==> config.mk <==
export PLATFORM = sky130hd
export DESIGN_NAME = csc_mod_cell
export DESIGN_NICKNAME = d
export VERILOG_FILES = /design/src/rtl/core/csc_pkg.sv /design/src/rtl/core/csc_mod_cell.sv
export SDC_FILE = /design/constraint.sdc
export NUM_CORES = 1
export LEC_CHECK = 0
export BUFFER_PORTS_ARGS = -buffer_cell sky130_fd_sc_hd__buf_4
export CAP_MARGIN = 20
export CORE_AREA = 2 2 126 128
export CTS_CLUSTER_DIAMETER = 40
export DETAILED_ROUTE_END_ITERATION = 8
export DIE_AREA = 0 0 128 130
export PLACE_DENSITY = 0.75
export SYNTH_ARGS = -nofsm -noshare
export SYNTH_HDL_FRONTEND = slang
export SYNTH_SLANG_ARGS = --single-unit
export TNS_END_PERCENT = 50
==> constraint.sdc <==
create_clock -name i_clk -period 2.2 [get_ports i_clk]
set_input_delay 0.11 -clock i_clk [delete_from_list [all_inputs] [get_ports i_clk]]
set_output_delay 0.11 -clock i_clk [all_outputs]
set_load 0.05 [all_outputs]
==> src/rtl/core/csc_pkg.sv <==
// Shared types, constants and elaboration-time table functions for the coordinate converter.
package csc_pkg;

    localparam int GUARD    = 16;
    localparam int ANG_FRAC = 32;
    localparam int XW       = 52;
    localparam int AW       = 42;
    localparam int IGW      = 30;

    localparam logic [63:0] PI_E8  = 64'd314159265;
    localparam logic [63:0] DEG_E8 = 64'd18000000000;

    typedef enum logic [1:0] {
        MODE_CART_SPH = 2'd0,
        MODE_CART_CYL = 2'd1,
        MODE_SPH_CART = 2'd2,
        MODE_CYL_CART = 2'd3
    } t_mode;

    typedef struct packed {
        logic [1:0]         req_type;
        logic signed [31:0] coord_a;
        logic signed [31:0] coord_b;
        logic signed [31:0] coord_c;
    } t_in;

    typedef struct packed {
        logic signed [31:0] out_a;
        logic signed [31:0] out_b;
        logic signed [31:0] out_c;
        logic               saturated;
    } t_out;

    typedef struct packed {
        logic vec;
        logic neg;
        logic zero;
    } t_ctl;

    typedef struct packed {
        t_mode              mode;
        logic signed [31:0] c_raw;
        logic signed [AW-1:0] ang_c;
        logic signed [XW-1:0] p1a;
        logic signed [XW-1:0] p1b;
        logic signed [AW-1:0] p1ang;
    } t_side;

    // shift-subtract division, elaboration only
    function automatic logic [63:0] udiv(input logic [63:0] n, input logic [63:0] d);
        logic [64:0] rem;
        logic [63:0] q;
        int i;
        rem = '0;
        q   = '0;
        for (i = 63; i >= 0; i--) begin
            rem = {rem[63:0], n[i]};
            if (rem >= {1'b0, d}) begin
                rem  = rem - {1'b0, d};
                q[i] = 1'b1;
            end
        end
        return q;
    endfunction

    function automatic logic [63:0] isqrt(input logic [63:0] val);
        logic [63:0] v;
        logic [63:0] res;
        logic [63:0] b_;
        int i;
        v   = val;
        res = '0;
        b_  = 64'd1 << 62;
        for (i = 0; i < 32; i++) begin
            if (v >= res + b_) begin
                v   = v - (res + b_);
                res = (res >> 1) + b_;
            end else begin
                res = res >> 1;
            end
            b_ = b_ >> 2;
        end
        return res;
    endfunction

    // atan(2^-i) in degrees, 32 fraction bits
    function automatic logic [63:0] atan_deg(input int i);
        logic signed [63:0] rad;
        logic signed [63:0] t;
        logic [63:0] r;
        logic [63:0] q;
        logic [63:0] rem;
        logic [63:0] deg;
        int k;
        int sh;
        if (i == 0) begin
            return 64'd45 << ANG_FRAC;
        end
        rad = '0;
        for (k = 0; k < 32; k++) begin
            sh = 56 - i * (2 * k + 1);
            if (sh >= 0) begin
                t   = signed'(udiv(64'd1 << sh, 64'(2 * k + 1)));
                rad = k[0] ? rad - t : rad + t;
            end
        end
        r   = unsigned'(rad);
        q   = udiv(r, PI_E8);
        rem = r - q * PI_E8;
        deg = q * DEG_E8 + udiv(rem * DEG_E8, PI_E8);
        return (deg + (64'd1 << 23)) >> 24;
    endfunction

    // 1/K for n stages, 30 fraction bits
    function automatic logic [63:0] inv_gain(input int n);
        logic [63:0] k2;
        logic [63:0] s;
        int i;
        k2 = 64'd1 << 60;
        for (i = 0; i < n; i++) begin
            k2 = k2 + (k2 >> (2 * i));
        end
        s = isqrt(k2);
        return udiv((64'd1 << 60) + (s >> 1), s);
    endfunction

    // {clipped, value}
    function automatic logic [32:0] sat32(input logic signed [63:0] v);
        if (v > 64'sd2147483647) begin
            return {1'b1, 32'h7FFF_FFFF};
        end else if (v < -64'sd2147483648) begin
            return {1'b1, 32'h8000_0000};
        end
        return {1'b0, v[31:0]};
    endfunction

endpackage

==> src/rtl/core/csc_mod_cell.sv <==
// One restoring step of the input angle reduction modulo a full turn.
module csc_mod_cell #(
    parameter logic [33:0] DIV = 34'd1
) (
    input  logic          i_clk,
    input  logic          i_rst_n,
    input  logic          i_en,
    input  logic          i_valid,
    input  logic [31:0]   i_ub,
    input  logic [31:0]   i_uc,
    input  csc_pkg::t_in  i_item,
    output logic          o_valid,
    output logic [31:0]   o_ub,
    output logic [31:0]   o_uc,
    output csc_pkg::t_in  o_item
);

    logic         r_valid;
    logic [31:0]  r_ub;
    logic [31:0]  r_uc;
    csc_pkg::t_in r_item;
    logic [31:0]  n_ub;
    logic [31:0]  n_uc;

    always_comb begin
        n_ub = ({2'b00, i_ub} >= DIV) ? 32'({2'b00, i_ub} - DIV) : i_ub;
        n_uc = ({2'b00, i_uc} >= DIV) ? 32'({2'b00, i_uc} - DIV) : i_uc;
    end

    always_ff @(posedge i_clk) begin
        if (!i_rst_n) begin
            r_valid <= 1'b0;
        end else if (i_en) begin
            r_valid <= i_valid;
        end
    end

    always_ff @(posedge i_clk) begin
        if (i_en) begin
            r_ub   <= n_ub;
            r_uc   <= n_uc;
            r_item <= i_item;
        end
    end

    assign o_valid = r_valid;
    assign o_ub    = r_ub;
    assign o_uc    = r_uc;
    assign o_item  = r_item;

endmodule

# ---- Word level (Yosys, flattened, before mapping)
# Cells that the tools add are included.
dict set report totals {
  inputBits 166
  reg_bits 163
  elab_cells 13
}
dict set report op_classes {
  magnitude_cmp 2
  n_addsub 2
  muxes 2
}
# operator n
set ops {}
lappend ops {{32-bit by 1-bit >= comparator with 1-bit output, second input constant} 2}
lappend ops {{32-bit 2-to-1 mux} 2}
lappend ops {{32-bit by 1-bit subtractor with 32-bit output, second input constant} 2}

# ---- Longest topological paths before layout
# Gate-level depths: netlist of the first run.
dict set report depth {
  depth_word 2
  depth_mapped 8
}

# ---- Worst setup path before layout of the first run
# OpenSTA, ideal clock, no wires.
dict set report synth_path {
  kind {input -> register}
  from {input i_uc[1]}
  to {register r_uc[21], in the netlist o_uc[21] (data pin)}
  path_slack_ps 136
  t_arrival_ps 1798
  cell_stages 8
  path_cell_list {inv_1 -> ha_1 -> nor3b_1 -> nand4_1 -> nor4_4 -> buf_4 -> nor3_1 -> xor2_1}
}
dict set report synth_via {
  elab_chain_len 2
  word_cells_on_any_way 3
}
# element line
set synth_lines {}
lappend synth_lines {{start: declaration} csc_mod_cell.sv:10} ;# input logic [31:0] i_uc,
lappend synth_lines {{32-bit by 1-bit subtractor with 32-bit output / 32-bit by 1-bit >= comparator with 1-bit output (equally long branches)} csc_mod_cell.sv:27} ;# n_uc = ({2'b00, i_uc} >= DIV) ? 32'({2'b00, i_uc} - DIV) : i_uc;
lappend synth_lines {{32-bit 2-to-1 mux *} csc_mod_cell.sv:27}
lappend synth_lines {{via n_uc[21]} csc_mod_cell.sv:23} ;# logic [31:0] n_uc;
lappend synth_lines {{end signal: assignment} csc_mod_cell.sv:41} ;# r_uc <= n_uc;
lappend synth_lines {{end: declaration} csc_mod_cell.sv:20} ;# logic [31:0] r_uc;
# Mark *: on every way through the listed nets, which the timed path passes. The rest lies on a longest branch.
# A chain may end at the register's enable or synchronous reset.

# ---- Worst setup path in the final report of the first run
dict set report layout_path {
  from {input i_uc[24]}
  to {register r_uc[12], in the netlist o_uc[12] (data pin)}
}
dict set report layout_via {
  elab_chain_len 2
}
# element line
set layout_lines {}
lappend layout_lines {{32-bit by 1-bit >= comparator with 1-bit output} csc_mod_cell.sv:27}
lappend layout_lines {{32-bit 2-to-1 mux} csc_mod_cell.sv:27}
lappend layout_lines {{via n_uc[12]} csc_mod_cell.sv:23}
# The timed path passes the listed nets, and every way through them passes these cells.

==> flow_summary.json, run 1 <==
{
  "outcome": "finished, final reports clean",
  "clock_skew_ns": 0,
  "antenna_found_initial": 1,
  "worstSetupPathType": "in2reg",
  "die_h_um": 130,
  "rows": 46,
  "critical_path_required_ns": 2.34,
  "hold_viol_final": 0,
  "tightest_slew_ns": 0.570,
  "place_ws_ns": -0.0449,
  "coreArea_um2": 15400,
  "ys_ff_latch": 163,
  "p_per_area_nw_per_um2": 796,
  "synthTopCellsByArea": "edfxtp_1, xor2_1, nor4_1, nor3_1, xnor2_1",
  "yosysTopAreaCellShare": 0.761,
  "fp.dieArea_um2": 16600,
  "finalSetupViolations": 0,
  "io_buffers": 328,
  "ys_seq_area_frac": 0.764,
  "num_vias": 5369,
  "p_leak_nw": 4.61,
  "vdd_drop_max_v": 0.000577,
  "min_path_type": "in2reg",
  "muxShareOfSynthArea": 0.00470,
  "post-route-period-util": 0.956,
  "yosys.area_share.simple": 0.121,
  "cts_tree": "yes",
  "start_kind": "input port",
  "wl_mm": 21.2,
  "die_w_um": 128,
  "hpwl_mm": 13.6,
  "finish.utilization": 0.720,
  "fin_ws_ns": 0.0960,
  "synth_compound_area_frac": 0.0202,
  "synthArstFlopShare": 0,
  "htreeDepth": 4,
  "fin_cells": 1069,
  "crit_slowest_cell": "dlygate4sd3_1",
  "numCtsBuffers": 17,
  "arrival_ns": 2.24,
  "period_minus_slack_ns": 2.10,
  "rsz0062_at_grt": "false",
  "synth_top_family_by_area": "simple AND/OR/NAND/NOR gates",
  "syn_area_um2": 6390,
  "area_growth_pct": 73.7,
  "cp-end-kind": "register",
  "ios": 329,
  "fmax_ghz": 0.475,
  "ant_nets": 0,
  "clock_path_buffers": 2,
  "place_inst": 915,
  "grt_pass1_vias": 5548,
  "yosys_most_used_dff": "edfxtp_1",
  "drt_iter0_drc": 375,
  "slew_viol_final": 0,
  "initial_core_util": 0.414,
  "grt_pass1_wl_mm": 30.6,
  "clk_latency_ns": 0.40,
  "path_clk_slew_ns": 0.07,
  "finalSetupTns_ns": 0,
  "synth_edf_count": 162,
  "drc": 0,
  "finalWeightedCongestion": 0.906,
  "wire_per_inst_um": 19.8,
  "ys_warn_count": 0,
  "cts_sinks": 163,
  "ys_types": 43,
  "cap_violations": 0,
  "avgSynthCellArea_um2": 16.8,
  "power_mw": 8.84,
  "grt.overflow.total": 0,
  "fillers": 967,
  "drt-pass1-iter-count": 5,
  "synthAdderAreaFrac": 0.00783,
  "layout-drive-gt1-share": 0.447,
  "grt_max_degree": 53,
  "netlist_instances": 380,
  "post_drt_via_cell_ratio": 5.02,
  "gr-usage-all-layers": 0.245,
  "slew_headroom": 0.617,
  "cpPeakStageDelay_ns": 0.53,
  "yosysTopAreaCell": "edfxtp_1",
  "path_max_fanout": 18,
  "ys_top_cells_by_count": "edfxtp_1, xor2_1, nor4_1",
  "syn-num-nets": 550,
  "layout.nets": 1033,
  "path_cells": "dlygate4sd3_1 -> buf_4 -> or3_4 -> nand3b_1 -> nor4_4 -> buf_12 -> nor3_1 -> xor2_1",
  "clockRootBuffer": "clkbuf_16",
  "synth_xor_area_frac": 0.0740,
  "synth.most_common_cell": "edfxtp_1"
}
-- layer usage --
metal / part of all wire / vias up / GRT usage / wire length, µm
met4: 0.037 / 0 / 0.117 / 788
met2: 0.53 / 287 / 0.442 / 11200
met5: 0 / - / 0 / 0
met1: 0.36 / 2575 / 0.270 / 7680
li1: - / 2457 / - / -
met3: 0.073 / 50 / 0.0685 / 1540
-- final timing paths --
kind / from / to / slack [ns] / depth (start not counted)
max: i_uc[24] / o_uc[12] / 0.1 / 8
min: i_ub[6] / o_ub[6] / 0.03 / 2
max reg2reg: o_valid / o_valid / 1.05 / 3
min reg2reg: o_valid / o_valid / 1.09 / 3
-- layout make-up --
type | instances | area (µm²) | area share
Tap cell | 192 | 240 | 0.0216
Clock inverter | 14 | 188 | 0.0169
Timing Repair Buffer | 467 | 3860 | 0.347
Clock buffer | 18 | 429 | 0.0387
Multi-Input combinational cell | 207 | 1470 | 0.133
Antenna cell | 1 | 2.50 | 0.000225
Inverter | 7 | 26.3 | 0.00237
Sequential cell | 163 | 4880 | 0.440
-- per-stage QoR --
stage	area, µm²	hold WS (ns)
6_report	11100	0.0257
5_1_grt	11100	0.0111
4_1_cts	11100	0.000836
3_5_place_dp	9260	0.289
3_3_place_gp	9260	0.289
2_1_floorplan	6390	0.209
-- power breakdown --
| group | internal (mW) | switching (mW) |
|---|---|---|
| Combinational | 0.687 | 1.25 |
| Sequential | 3.69 | 0.0891 |
| Clock | 1.83 | 1.29 |
| Total | 6.21 | 2.63 |
-- state kept, by name, summed over array words and instances, names as in the netlist --
signal,flops
o_item,98
o_ub,32
o_uc,32
o_valid,1
-- placed cells by master, fill, tap and decap left out, types with 3 or more instances in the layout --
cell type      instances
nor4_1                24
xor2_1                42
nor2_1                17
nand3b_1               3
nor3_1                22
nand4_1                4
or3_1                  5
or4_1                  4
edfxtp_1             162
buf_12                 4
xnor2_1               12
ha_1                   4
nor4b_1                3
inv_6                  5
dlygate4sd3_1        119
clkbuf_16             17
nand3_1                6
nor3b_1                5
o21ai_0                5
nand2_1               18
bufinv_16              3
buf_4                343
inv_1                  7
mux2i_1                3
inv_8                  3
-- cell families after synthesis --
group,Yosys count
AND/OR/NAND/NOR,130
multiplexers,3
XOR/XNOR,54
AO/OA/AOI/OAI,16
flip-flops,163
adder cells (fa/ha/maj),4
buffers and inverters,10
-- critical path: cells and delay by family --
family / cells / cell delay (ns)
simple gates: 4 / 1.10
buf+inv: 3 / 0.86
xor+xnor: 1 / 0.15
-- timing repair --
item                                    CTS  global route
buffers inserted                          0             2
gates resized for setup                   0             3
hold buffers                            119             0
endpoints found under the setup margin    0            18
hold endpoints to repair                118             0
Power figures use the tool's default switching activity.
==> run 2: changes to the inputs <==
- CORE_AREA: 2 2 126 128 -> 2 2 128 130
- DIE_AREA: 0 0 128 130 -> 0 0 130 132
- PLACE_DENSITY: 0.75 -> 0.73
- clock period: 2.2 -> 2.7 ns (I/O delays scaled with it)
==> run 2 against run 1 <==
Effect of this change:
- register-to-register slack better by 0.50 ns
- power fell by 22%
- die area increased by 3.1%
- sequential power fell by 19%
- sequential share of layout area up 1.5 points
- critical path type unchanged
- largest power group unchanged
==> flow_summary.json, run 2 (synthesis gave the netlist of run 1 again) <==
{
  "antenna_found_initial": 0,
  "p_per_area_nw_per_um2": 640,
  "min_path_type": "in2reg",
  "clock_skew_ns": 0,
  "path_clk_slew_ns": 0.07,
  "wl_mm": 20.3,
  "period_minus_slack_ns": 1.95,
  "grt.overflow.total": 0,
  "crit_path_start": "i_uc[11]",
  "r2r_slack_ns": 1.55,
  "p_leak_nw": 4.42,
  "cp-end-kind": "register",
  "wire_per_inst_um": 19.2,
  "post_drt_via_cell_ratio": 4.88,
  "rows": 46,
  "slew_viol_final": 0,
  "layout_common_cells": "buf_4, edfxtp_1, dlygate4sd3_1",
  "post_dp_cell_area_um2": 9190,
  "area_growth_pct": 68.1,
  "clock_path_buffers": 2,
  "finalWeightedCongestion": 0.839,
  "clockRootBuffer": "clkbuf_16",
  "htreeDepth": 4,
  "coreArea_um2": 15700,
  "r2r-start": "o_valid",
  "layout-drive-gt1-share": 0.447,
  "largest_register_ffs": 98,
  "gr-usage-all-layers": 0.233,
  "final_common_cell": "buf_4",
  "fin_cells": 1060,
  "grt_pass1_vias": 5371,
  "drt-pass1-iter-count": 4,
  "place_ws_ns": 0.367,
  "cts_tree": "yes",
  "post-route-period-util": 0.724,
  "finalSetupViolations": 0,
  "cts_sinks": 163,
  "tightest_slew_ns": 0.679,
  "fillers": 1089,
  "final_cell_area_um2": 10700,
  "numCtsBuffers": 17,
  "initial_core_util": 0.407,
  "place_inst": 929,
  "power_mw": 6.88,
  "finish.utilization": 0.683,
  "slew_headroom": 0.544,
  "clk_latency_ns": 0.41,
  "fmax_ghz": 0.512,
  "io_buffers": 328,
  "die_w_um": 130,
  "grt_max_degree": 64,
  "rsz0062_at_grt": "false",
  "drt_iter0_drc": 349,
  "ios": 329,
  "path_max_fanout": 18,
  "fin_ws_ns": 0.746,
  "ant_nets": 0,
  "vdd_drop_max_v": 0.000378,
  "drc": 0,
  "hpwl_mm": 13.9,
  "finalSetupTns_ns": 0,
  "holdCritStartpoint": "i_uc[30]",
  "grt_pass1_wl_mm": 29.9,
  "layout.nets": 1002,
  "cap_violations": 0,
  "hold_viol_final": 0,
  "num_vias": 5172,
  "n_antenna_cell": 0,
  "critical_path_required_ns": 2.85,
  "fp.dieArea_um2": 17200,
  "fin_hold_ws_ns": 0.0161,
  "die_h_um": 132,
  "start_kind": "input port",
  "outcome": "finished, final reports clean",
  "post_cts_buffers": 0,
  "worstSetupPathType": "in2reg",
  "arrival_ns": 2.10
}
-- run 2: cell types whose count changed in the layout (fill, tap and decap cells not counted), moves of 2 or more --
cell	before	now
buf_12	4	2
dlygate4sd3_1	119	100
buf_4	343	333
inv_8	3	1
clkinv_4	0	2
bufinv_16	3	0
clkinvlp_4	2	4
-- run 2: layer usage --
layer	global-route usage	wire [µm]	vias up	part of all wire
met3	0.0649	1320	35	0.065
met4	0.0866	516	0	0.025
met5	0	0	-	0
met1	0.265	7660	2519	0.38
met2	0.412	10800	218	0.53
li1	-	-	2400	-
-- run 2: critical path, cell delays in order --
cell and delay (ns):
buf_4 0.13, nor4_1 0.59, nand4_1 0.43, nor4_4 0.30, buf_4 0.27, nor4_1 0.09
xor2_1 0.15
-- run 2: power by group --
group | leakage [nW] | switching, mW | internal [mW]
Clock | 0.258 | 1.06 | 1.20
Combinational | 2.57 | 1.00 | 0.535
Sequential | 1.59 | 0.0704 | 3.01
Total | 4.42 | 2.13 | 4.75
-- run 2: path summary, 6_finish.rpt --
check | cells after the start | end
setup / recovery | 7 | o_uc[15]
setup reg to reg | 3 | o_valid
hold / removal | 2 | o_uc[30]
hold reg to reg | 3 | o_valid
-- run 2: layout make-up --
| class | instances | area, µm² | area share |
|---|---|---|---|
| inverters | 7 | 26.3 | 0.00245 |
| flip-flops and latches | 163 | 4880 | 0.455 |
| clock buffers | 17 | 425 | 0.0396 |
| well taps | 216 | 270 | 0.0252 |
| repair buffers | 436 | 3550 | 0.331 |
| clock inverters | 14 | 124 | 0.0115 |
| multi-input cells | 207 | 1460 | 0.136 |
-- run 2: what timing repair did --
| item | CTS | global route |
|---|---|---|
| hold endpoints to repair | 99 | 0 |
| hold buffers | 100 | 0 |
| gates resized for setup | 0 | 0 |
